**src/hw/rtl/scfh_pkg.sv**
```systemverilog
`default_nettype none
// ----------------------------------------------------------------------------
// scfh_pkg: shared types and constants of the serial command frame handler
// Frame markers, reply layout, result kinds and the front-to-back command.
// ----------------------------------------------------------------------------
package scfh_pkg;

    localparam int MAX_PENDING_BYTES = 18;
    localparam int CNT_W = $clog2(MAX_PENDING_BYTES + 2);

    localparam logic [7:0] END_MARK_A = 8'hFE;
    localparam logic [7:0] END_MARK_B = 8'hFD;

    localparam int FRAME_LEN  = 6;
    localparam int HEAD_LEN   = 4;
    localparam int HEAD_IDX_W = $clog2(HEAD_LEN);

    localparam int QUEUE_DEPTH = 2;
    localparam int QPTR_W      = $clog2(QUEUE_DEPTH);
    localparam int QCNT_W      = $clog2(QUEUE_DEPTH + 1);

    // result kinds
    localparam logic KIND_REPLY  = 1'b0;
    localparam logic KIND_UPDATE = 1'b1;

    // result sequence positions: twelve reply bytes, then the update result
    localparam int IDX_W = 4;
    localparam logic [IDX_W-1:0] RB_ADDR     = 4'd0;
    localparam logic [IDX_W-1:0] RB_SET_HI   = 4'd1;
    localparam logic [IDX_W-1:0] RB_SET_LO   = 4'd2;
    localparam logic [IDX_W-1:0] RB_ANA_HI   = 4'd3;
    localparam logic [IDX_W-1:0] RB_ANA_LO   = 4'd4;
    localparam logic [IDX_W-1:0] RB_BUTTONS  = 4'd5;
    localparam logic [IDX_W-1:0] RB_TEMP     = 4'd6;
    localparam logic [IDX_W-1:0] RB_HUM      = 4'd7;
    localparam logic [IDX_W-1:0] RB_AUX      = 4'd8;
    localparam logic [IDX_W-1:0] RB_CHECKSUM = 4'd9;
    localparam logic [IDX_W-1:0] RB_MARK_A   = 4'd10;
    localparam logic [IDX_W-1:0] RB_MARK_B   = 4'd11;
    localparam logic [IDX_W-1:0] UPDATE_IDX  = 4'd12;

    typedef struct packed {
        logic        do_poll;
        logic        do_set;
        logic [7:0]  address;
        logic [14:0] old_settings;
        logic [14:0] new_settings;
        logic [9:0]  analog;
        logic [3:0]  buttons;
        logic [7:0]  temperature;
        logic [7:0]  humidity;
        logic [3:0]  aux;
        logic [7:0]  checksum;
    } cmd_t;

endpackage
`default_nettype wire

```
**src/hw/rtl/scfh_if.sv**
```systemverilog
`default_nettype none
// ----------------------------------------------------------------------------
// scfh_if: channel interfaces of the serial command frame handler
// Configuration write, received byte request and result channels.
// ----------------------------------------------------------------------------
interface scfh_cfg_if;
    logic       valid;
    logic       ready;
    logic [7:0] device_address;

    modport source (output valid, output device_address, input ready);
    modport sink (input valid, input device_address, output ready);
endinterface

interface scfh_rx_if;
    logic       valid;
    logic       ready;
    logic [7:0] rx_byte;
    logic [9:0] analog_level;
    logic [3:0] button_levels;
    logic [7:0] temperature;
    logic [7:0] humidity;
    logic [3:0] aux_levels;

    modport source (output valid, output rx_byte, output analog_level,
                    output button_levels, output temperature, output humidity,
                    output aux_levels, input ready);
    modport sink (input valid, input rx_byte, input analog_level,
                  input button_levels, input temperature, input humidity,
                  input aux_levels, output ready);
endinterface

interface scfh_tx_if;
    logic        valid;
    logic        ready;
    logic        result_kind;
    logic [7:0]  tx_byte;
    logic        last;
    logic [14:0] settings_word;

    modport source (output valid, output result_kind, output tx_byte,
                    output last, output settings_word, input ready);
    modport sink (input valid, input result_kind, input tx_byte,
                  input last, input settings_word, output ready);
endinterface
`default_nettype wire

```
**src/hw/rtl/serial_command_frame_handler.sv**
```systemverilog
`default_nettype none
// ----------------------------------------------------------------------------
// serial_command_frame_handler: serial poll and settings frame handler
// Top level joining byte intake, command queue and result sequencer.
// ----------------------------------------------------------------------------
// Received bytes are taken one per cycle whenever the two-entry command queue
// has room; a byte that completes a valid poll frame yields twelve status
// reply bytes, a valid settings frame one update result, and a frame that is
// both gives thirteen results, reply first. The result sequencer emits one
// result per cycle unless tx.ready stalls it, via a registered output stage,
// while intake runs up to two frames ahead. The user must write the device
// address via the configuration channel only while idle; this is unchecked.
module serial_command_frame_handler
    import scfh_pkg::*;
(
    input  wire logic clk,
    input  wire logic rst_n,
    scfh_cfg_if.sink  cfg,
    scfh_rx_if.sink   rx,
    scfh_tx_if.source tx
);

    logic q_push;
    logic q_pop;
    logic q_full;
    logic q_empty;
    cmd_t q_cmd;
    cmd_t q_head;

    scfh_front u_front (
        .clk    (clk),
        .rst_n  (rst_n),
        .cfg    (cfg),
        .rx     (rx),
        .q_full (q_full),
        .q_push (q_push),
        .q_cmd  (q_cmd)
    );

    scfh_queue u_queue (
        .clk    (clk),
        .rst_n  (rst_n),
        .push   (q_push),
        .cmd_in (q_cmd),
        .pop    (q_pop),
        .full   (q_full),
        .empty  (q_empty),
        .head   (q_head)
    );

    scfh_back u_back (
        .clk     (clk),
        .rst_n   (rst_n),
        .q_empty (q_empty),
        .q_head  (q_head),
        .q_pop   (q_pop),
        .tx      (tx)
    );

endmodule
`default_nettype wire

```
**src/hw/rtl/scfh_front.sv**
```systemverilog
`default_nettype none
// ----------------------------------------------------------------------------
// scfh_front: byte intake and frame classification
// Tracks the pending frame, detects end markers, checks poll and settings
// frames and pushes one command per frame that causes results.
// ----------------------------------------------------------------------------
module scfh_front
    import scfh_pkg::*;
(
    input  wire logic   clk,
    input  wire logic   rst_n,
    scfh_cfg_if.sink    cfg,
    scfh_rx_if.sink     rx,
    input  wire logic   q_full,
    output logic        q_push,
    output cmd_t        q_cmd
);

    logic [7:0]       addr_reg;
    logic [CNT_W-1:0] cnt_reg;
    logic [CNT_W-1:0] cnt_next;
    logic [CNT_W-1:0] cnt_inc;
    logic [7:0]       prev_reg;
    logic [7:0]       head_reg [HEAD_LEN];
    logic [14:0]      set_reg;
    logic [14:0]      set_next;

    logic       accept;
    logic       end_seen;
    logic       frame_ok;
    logic       poll;
    logic       set;
    logic [7:0] sum3;
    logic [7:0] sum9;

    assign cfg.ready = 1'b1;
    assign rx.ready  = !q_full;
    assign accept    = rx.valid && rx.ready;

    // previous byte is held in prev_reg, the last byte accepted
    assign end_seen = (cnt_reg != '0) && (rx.rx_byte == END_MARK_B)
                      && (prev_reg == END_MARK_A);
    assign frame_ok = end_seen && (cnt_reg == CNT_W'(FRAME_LEN - 1));

    assign sum3 = head_reg[0] + head_reg[1] + head_reg[2];

    assign poll = frame_ok && (head_reg[0] == addr_reg)
                  && (head_reg[0] == head_reg[1]) && (head_reg[1] == head_reg[2])
                  && (head_reg[2] == head_reg[3]);
    assign set  = frame_ok && (head_reg[0] == addr_reg)
                  && ((8'd0 - sum3) == head_reg[3]);

    assign cnt_inc = cnt_reg + 1'b1;

    always_comb
    begin
        if (end_seen || (cnt_inc > CNT_W'(MAX_PENDING_BYTES)))
        begin
            cnt_next = '0;
        end
        else
        begin
            cnt_next = cnt_inc;
        end
    end

    assign set_next = set ? {head_reg[1], head_reg[2][6:0]} : set_reg;

    // reply checksum over bytes 0..8, built with the settings before this frame
    assign sum9 = addr_reg + set_reg[14:7] + {1'b0, set_reg[6:0]}
                  + {6'd0, rx.analog_level[9:8]} + rx.analog_level[7:0]
                  + {rx.button_levels, 4'd0} + rx.temperature + rx.humidity
                  + {rx.aux_levels, 4'd0};

    assign q_push = accept && (poll || set);

    always_comb
    begin
        q_cmd.do_poll      = poll;
        q_cmd.do_set       = set;
        q_cmd.address      = addr_reg;
        q_cmd.old_settings = set_reg;
        q_cmd.new_settings = set_next;
        q_cmd.analog       = rx.analog_level;
        q_cmd.buttons      = rx.button_levels;
        q_cmd.temperature  = rx.temperature;
        q_cmd.humidity     = rx.humidity;
        q_cmd.aux          = rx.aux_levels;
        q_cmd.checksum     = 8'd0 - sum9;
    end

    always_ff @(posedge clk or negedge rst_n)
    begin
        if (!rst_n)
        begin
            addr_reg <= '0;
            cnt_reg  <= '0;
            prev_reg <= '0;
            set_reg  <= '0;
        end
        else
        begin
            if (cfg.valid && cfg.ready)
            begin
                addr_reg <= cfg.device_address;
            end
            if (accept)
            begin
                cnt_reg  <= cnt_next;
                prev_reg <= rx.rx_byte;
                set_reg  <= set_next;
            end
        end
    end

    // only the first four bytes of a frame are stored for the frame checks
    always_ff @(posedge clk)
    begin
        if (accept && (cnt_reg < CNT_W'(HEAD_LEN)))
        begin
            head_reg[cnt_reg[HEAD_IDX_W-1:0]] <= rx.rx_byte;
        end
    end

endmodule
`default_nettype wire

```
**src/hw/rtl/scfh_queue.sv**
```systemverilog
`default_nettype none
// ----------------------------------------------------------------------------
// scfh_queue: command queue between intake and result sequencer
// Small first-in first-out buffer of classified frame commands.
// ----------------------------------------------------------------------------
module scfh_queue
    import scfh_pkg::*;
(
    input  wire logic clk,
    input  wire logic rst_n,
    input  wire logic push,
    input  wire cmd_t cmd_in,
    input  wire logic pop,
    output logic      full,
    output logic      empty,
    output cmd_t      head
);

    cmd_t              mem [QUEUE_DEPTH];
    logic [QPTR_W-1:0] wr_ptr_reg;
    logic [QPTR_W-1:0] rd_ptr_reg;
    logic [QCNT_W-1:0] cnt_reg;

    assign full  = (cnt_reg == QCNT_W'(QUEUE_DEPTH));
    assign empty = (cnt_reg == '0);
    assign head  = mem[rd_ptr_reg];

    always_ff @(posedge clk or negedge rst_n)
    begin
        if (!rst_n)
        begin
            wr_ptr_reg <= '0;
            rd_ptr_reg <= '0;
            cnt_reg    <= '0;
        end
        else
        begin
            if (push)
            begin
                wr_ptr_reg <= (wr_ptr_reg == QPTR_W'(QUEUE_DEPTH - 1)) ? '0
                              : wr_ptr_reg + 1'b1;
            end
            if (pop)
            begin
                rd_ptr_reg <= (rd_ptr_reg == QPTR_W'(QUEUE_DEPTH - 1)) ? '0
                              : rd_ptr_reg + 1'b1;
            end
            if (push && !pop)
            begin
                cnt_reg <= cnt_reg + 1'b1;
            end
            else if (pop && !push)
            begin
                cnt_reg <= cnt_reg - 1'b1;
            end
        end
    end

    always_ff @(posedge clk)
    begin
        if (push)
        begin
            mem[wr_ptr_reg] <= cmd_in;
        end
    end

`ifndef SYNTH
    a_no_overflow: assert property (@(posedge clk) disable iff (!rst_n)
        push |-> !full)
        else $error("command pushed into a full queue");

    a_no_underflow: assert property (@(posedge clk) disable iff (!rst_n)
        pop |-> !empty)
        else $error("command popped from an empty queue");

    a_count_tracks: assert property (@(posedge clk) disable iff (!rst_n)
        (push && !pop) |=> (cnt_reg == $past(cnt_reg) + 1'b1))
        else $error("queue fill count did not advance on push");
`endif

endmodule
`default_nettype wire

```
**src/hw/rtl/scfh_back.sv**
```systemverilog
`default_nettype none
// ----------------------------------------------------------------------------
// scfh_back: result sequencer
// Walks the head command through its reply bytes and update result, one
// result per cycle unless tx.ready stalls, into a registered output stage.
// ----------------------------------------------------------------------------
module scfh_back
    import scfh_pkg::*;
(
    input  wire logic clk,
    input  wire logic rst_n,
    input  wire logic q_empty,
    input  wire cmd_t q_head,
    output logic      q_pop,
    scfh_tx_if.source tx
);

    logic [IDX_W-1:0] idx_reg;
    logic [IDX_W-1:0] idx_next;
    logic [IDX_W-1:0] sel;
    logic             ov_reg;
    logic             ov_next;
    logic             kind_reg;
    logic [7:0]       byte_reg;
    logic             last_reg;
    logic [14:0]      word_reg;

    logic        load;
    logic        fin;
    logic        kind;
    logic [7:0]  byte_val;
    logic [14:0] word_val;

    assign load = !q_empty && (!ov_reg || tx.ready);

    // a settings-only command goes straight to the update result
    assign sel  = q_head.do_poll ? idx_reg : UPDATE_IDX;
    assign fin  = ((sel == RB_MARK_B) && !q_head.do_set) || (sel == UPDATE_IDX);
    assign kind = (sel == UPDATE_IDX) ? KIND_UPDATE : KIND_REPLY;
    assign word_val = (kind == KIND_UPDATE) ? q_head.new_settings
                      : q_head.old_settings;

    always_comb
    begin
        case (sel)
            RB_ADDR:     byte_val = q_head.address;
            RB_SET_HI:   byte_val = q_head.old_settings[14:7];
            RB_SET_LO:   byte_val = {1'b0, q_head.old_settings[6:0]};
            RB_ANA_HI:   byte_val = {6'd0, q_head.analog[9:8]};
            RB_ANA_LO:   byte_val = q_head.analog[7:0];
            RB_BUTTONS:  byte_val = {q_head.buttons, 4'd0};
            RB_TEMP:     byte_val = q_head.temperature;
            RB_HUM:      byte_val = q_head.humidity;
            RB_AUX:      byte_val = {q_head.aux, 4'd0};
            RB_CHECKSUM: byte_val = q_head.checksum;
            RB_MARK_A:   byte_val = END_MARK_A;
            RB_MARK_B:   byte_val = END_MARK_B;
            default:     byte_val = 8'd0;
        endcase
    end

    always_comb
    begin
        idx_next = idx_reg;
        if (load)
        begin
            idx_next = fin ? '0 : idx_reg + 1'b1;
        end
    end

    assign q_pop   = load && fin;
    assign ov_next = load || (ov_reg && !tx.ready);

    always_ff @(posedge clk or negedge rst_n)
    begin
        if (!rst_n)
        begin
            idx_reg <= '0;
            ov_reg  <= 1'b0;
        end
        else
        begin
            idx_reg <= idx_next;
            ov_reg  <= ov_next;
        end
    end

    always_ff @(posedge clk)
    begin
        if (load)
        begin
            kind_reg <= kind;
            byte_reg <= byte_val;
            last_reg <= fin;
            word_reg <= word_val;
        end
    end

    assign tx.valid         = ov_reg;
    assign tx.result_kind   = kind_reg;
    assign tx.tx_byte       = byte_reg;
    assign tx.last          = last_reg;
    assign tx.settings_word = word_reg;

`ifndef SYNTH
    a_idx_range: assert property (@(posedge clk) disable iff (!rst_n)
        idx_reg <= UPDATE_IDX)
        else $error("result index past the update result");

    a_update_is_last: assert property (@(posedge clk) disable iff (!rst_n)
        (ov_reg && (kind_reg == KIND_UPDATE)) |-> last_reg)
        else $error("update result not marked last");

    a_pop_restarts: assert property (@(posedge clk) disable iff (!rst_n)
        q_pop |=> (idx_reg == '0))
        else $error("result index not cleared after command done");
`endif

endmodule
`default_nettype wire

```
**src/flat_wrapper.sv**
```systemverilog
// flat-port wrapper written by rule: the top's interface ports become plain ports
module serial_command_frame_handler_flat import scfh_pkg::*;
  (clk, rst_n, cfg_valid, cfg_device_address, cfg_ready, rx_valid, rx_rx_byte, rx_analog_level, rx_button_levels, rx_temperature, rx_humidity, rx_aux_levels, rx_ready, tx_valid, tx_result_kind, tx_tx_byte, tx_last, tx_settings_word, tx_ready);
  scfh_cfg_if cfg_i ();
  scfh_rx_if rx_i ();
  scfh_tx_if tx_i ();
  input  wire logic clk;
  input  wire logic rst_n;
  input wire logic [$bits(cfg_i.valid)-1:0] cfg_valid;
  input wire logic [$bits(cfg_i.device_address)-1:0] cfg_device_address;
  output wire logic [$bits(cfg_i.ready)-1:0] cfg_ready;
  input wire logic [$bits(rx_i.valid)-1:0] rx_valid;
  input wire logic [$bits(rx_i.rx_byte)-1:0] rx_rx_byte;
  input wire logic [$bits(rx_i.analog_level)-1:0] rx_analog_level;
  input wire logic [$bits(rx_i.button_levels)-1:0] rx_button_levels;
  input wire logic [$bits(rx_i.temperature)-1:0] rx_temperature;
  input wire logic [$bits(rx_i.humidity)-1:0] rx_humidity;
  input wire logic [$bits(rx_i.aux_levels)-1:0] rx_aux_levels;
  output wire logic [$bits(rx_i.ready)-1:0] rx_ready;
  output wire logic [$bits(tx_i.valid)-1:0] tx_valid;
  output wire logic [$bits(tx_i.result_kind)-1:0] tx_result_kind;
  output wire logic [$bits(tx_i.tx_byte)-1:0] tx_tx_byte;
  output wire logic [$bits(tx_i.last)-1:0] tx_last;
  output wire logic [$bits(tx_i.settings_word)-1:0] tx_settings_word;
  input wire logic [$bits(tx_i.ready)-1:0] tx_ready;
  assign cfg_i.valid = cfg_valid;
  assign cfg_i.device_address = cfg_device_address;
  assign cfg_ready = cfg_i.ready;
  assign rx_i.valid = rx_valid;
  assign rx_i.rx_byte = rx_rx_byte;
  assign rx_i.analog_level = rx_analog_level;
  assign rx_i.button_levels = rx_button_levels;
  assign rx_i.temperature = rx_temperature;
  assign rx_i.humidity = rx_humidity;
  assign rx_i.aux_levels = rx_aux_levels;
  assign rx_ready = rx_i.ready;
  assign tx_valid = tx_i.valid;
  assign tx_result_kind = tx_i.result_kind;
  assign tx_tx_byte = tx_i.tx_byte;
  assign tx_last = tx_i.last;
  assign tx_settings_word = tx_i.settings_word;
  assign tx_i.ready = tx_ready;
  serial_command_frame_handler u_core (.clk(clk), .rst_n(rst_n), .cfg(cfg_i), .rx(rx_i), .tx(tx_i));
endmodule
```
**config.mk**
```make
export PLATFORM = sky130hd
export DESIGN_NAME = serial_command_frame_handler_flat
export DESIGN_NICKNAME = d
export VERILOG_FILES = /design/src/hw/rtl/scfh_pkg.sv /design/src/hw/rtl/scfh_if.sv /design/src/hw/rtl/serial_command_frame_handler.sv /design/src/hw/rtl/scfh_front.sv /design/src/hw/rtl/scfh_queue.sv /design/src/hw/rtl/scfh_back.sv /design/src/flat_wrapper.sv
export SDC_FILE = /design/constraint.sdc
export NUM_CORES = 1
export LEC_CHECK = 0
export ABC_AREA = 1
export BUFFER_PORTS_ARGS = -buffer_cell sky130_fd_sc_hd__buf_2
export CAP_MARGIN = 20
export CORE_UTILIZATION = 55
export CTS_CLUSTER_SIZE = 16
export DETAILED_ROUTE_END_ITERATION = 12
export PLACE_DENSITY = 0.69
export SYNTH_ARGS = -nofsm -noshare
export SYNTH_HDL_FRONTEND = slang
export SYNTH_HIERARCHICAL = 1
export SYNTH_SLANG_ARGS = --single-unit
```
**constraint.sdc**
```tcl
create_clock -name clk -period 20.8 [get_ports clk]
set_input_delay 1.04 -clock clk [delete_from_list [all_inputs] [get_ports clk]]
set_output_delay 1.04 -clock clk [all_outputs]
set_load 0.01 [all_outputs]
```
==> flow_summary.toml <==
[clocking]
cts_tree = "yes"
htree_num_levels = 1
ctsResizeCount = 0
cts.sinks = 266
cts-buffers-inserted = 27
cts_root_buffer = "clkbuf_16"
holdBufCountCts = 0
postCtsSetupBuffers = 0
clockBufferDepth = 3
clkTransAtPathRegs_ns = 0.06
clock_latency_ns = 0.54

[logic_synthesis]
ys_warn_count = 6
synthArstFlopShare = 0.169
netlist_top_cells_count = "261 x nand2_1, 221 x edfxtp_1, 156 x inv_1"
syn_area_per_cell_sq_um = 11.7
synth.most_common_cell = "nand2_1"
synthDistinctLibCells = 53
yosys.area_share.simple = 0.156
syn_nets = 1388
synth_top_area_frac = 0.456
synth_compound_gate_area_share = 0.0173
synth_xor_area_frac = 0.0267
muxShareOfSynthArea = 0.0824
ys_dominant_reg_cell = "edfxtp_1"
yosysTopAreaCell = "edfxtp_1"
synth_edf_count = 221
ys_seq_elements = 266
netlist_instances = 1242
synth_area_leaders = "edfxtp_1 46%, dfrtp_1 7.7%, mux2_4 7.2%"
ys_seq_area_frac = 0.534
netlist_area_sq_um = 14500
synth-adder-area-share = 0.0974
synth_top_family_by_area = "simple AND/OR/NAND/NOR gates"

[drt]
route.detailed.drc = 0
dr.pass1.iters = 5
via_per_inst = 5.40
dr.first_iter.drc_count = 716
ant_nets = 0
finalWirelength_mm = 31.5
post_drt_wl_per_cell_um = 19.1
vias = 8897

[timing]
finalSetupTns_ns = 0
setup_viol = 0
hold_violations = 0
fmax_ghz = 0.203
fin_crit_sh = 0.237
clock_skew_ns = 0.0217
tightestPinTransition_ns = 1.09
maxSlewHeadroom = 0.273
finalWorstPathRequiredPeriod_ns = 4.93
drv_slew = 0
fin_ws_ns = 15.87
rsz0062_at_grt = "no"

[grt]
grt-ovfl-total = 0
antenna_found_initial = 0
grt_pass1_vias = 8746
grt.total_usage = 0.243
grt_pass1_wl_mm = 49.1
grt_start_max_net_pins = 78

[critical_path]
cp_max_fo = 77
cp.required_ns = 20.94
endpoint_kind = "flip-flop"
cp.arrival_ns = 5.07
cp-start-kind = "flip-flop"
path_class = "reg2reg"

[power]
peakVddDrop_uv = 73.1
combPwrFrac = 0.252
leakagePower_uw = 0.00666
clockPowerShare = 0.324
p_per_area_nw_per_um2 = 94.8
p_int_uw = 1030
switching_share = 0.306
p_seq_frac = 0.424
p_switching_uw = 457

[placement]
dp_hpwl_mm = 23.0
post-place-ws_ns = 15.67
gp_congestion = 0.989
portBuffers = 81

[die]
core_area_sq_um = 26000
num_rows = 59
die-height_um = 165
die_area_sq_um = 27100
num_io_pins = 83
start_util = 0.560
die_w_um = 165

[cells_and_area]
layout.nets = 1438
num_antenna_cells = 0
drive_gt1_frac = 0.206
fillers = 2095
post-route-util = 0.605
areaGrowthSynthToFinish_pct = 8.12
largest_reg_flops = 164

[job]
drv_cap = 0

[status]
outcome = "completed"

[hold_path]
hold_path_class = "reg2reg"
## logic make-up (layout without fill, tap and decap cells)
family	Yosys count	after routing
and+or+nand+nor	484	484
adders and majority gates	91	91
other	1	1
buffers and inverters	236	307
AOI/OAI and AO/OA	41	41
xor gates and xnor gates	40	40
DFF	266	266
muxes	83	83
## routing by layer
metal	vias to the layer above	global-route usage	wire length, um
met5	-	0	0
met4	0	0.0592	671
met3	46	0.0387	2350
met2	361	0.396	14900
met1	4293	0.341	13500
li1	4197	-	-
## critical path: stages (launching register included)
cell      delay [ns]
edfxtp_1        0.39
inv_1           0.17
fa_1            0.46
ha_1            0.32
ha_1            0.38
nand2_1         0.12
o211ai_2        0.27
xor2_4          0.56
nand4_1         0.26
a21oi_1         0.38
inv_1           0.13
nor2_4          0.19
buf_4           0.80
## area by class of cell
cell class | count | area, sq um | area share
flip-flops and latches | 266 | 7770 | 0.494
clock buffers | 39 | 751 | 0.0478
well taps | 335 | 419 | 0.0267
clock inverters | 11 | 135 | 0.00860
inverters | 170 | 644 | 0.0410
multi-input cells | 740 | 5540 | 0.352
repair buffers | 87 | 470 | 0.0299
## path summary, 6_finish.rpt
check | start | to | depth (start not counted) | slack [ns]
setup / recovery | u_core/u_front/head_reg[1][4] | u_core/u_queue/mem[0][34] | 12 | 15.87
min in group asynchronous | rst_n | u_core/u_back/idx_reg[1] | 2 | 0.59
hold reg to reg | u_core/u_front/prev_reg[6] | u_core/u_front/prev_reg[6] | 2 | 0.48
hold / removal | u_core/u_front/prev_reg[6] | u_core/u_front/prev_reg[6] | 2 | 0.48
max in group asynchronous | rst_n | u_core/u_queue/rd_ptr_reg | 2 | 19.70
setup reg to reg | u_core/u_front/head_reg[1][4] | u_core/u_queue/mem[0][34] | 12 | 15.87
## layout by cell type (no fill, tap or decap), drive strengths merged, types with 2 or more instances in the layout
cell type  netlist  routed
mux2            83      83
nand4           28      28
dfrtp           45      45
bufinv           0       3
nor4             2       2
nor3b            2       2
edfxtp         221     221
nand3           90      90
clkinv           2       9
o21ai           24      24
o211ai           2       2
nor2            62      62
fa              37      37
ha              54      54
and2            17      17
xor2            19      19
a21oi           10      10
clkbuf           6      39
inv            168     168
xnor2           21      21
nand2          274     274
nor3             6       6
o22ai            2       2
buf             60      87
## metrics by stage
| stage | hold WS (ns) | cells | total power (uW) | cell area, sq um |
|---|---|---|---|---|
| detailed placement | 0.465 | 1597 | 1010 | 14800 |
| global route | 0.498 | 1648 | 1570 | 15700 |
| floorplan | 0.449 | 1242 | 937 | 14500 |
| CTS | 0.481 | 1647 | 1500 | 15700 |
| global placement | 0.464 | 1597 | 1000 | 14800 |
| finish | 0.477 | 1648 | 1490 | 15700 |
## power by group through the flow
stage / combinational, uW / clock [uW] / sequential [uW]
floorplan: 299 / 0 / 637
global route: 420 / 512 / 634
finish: 375 / 483 / 632
detailed placement: 371 / 0 / 643
global placement: 361 / 0 / 643
CTS: 373 / 493 / 632
No activity file was read; power rests on OpenSTA's default activity.
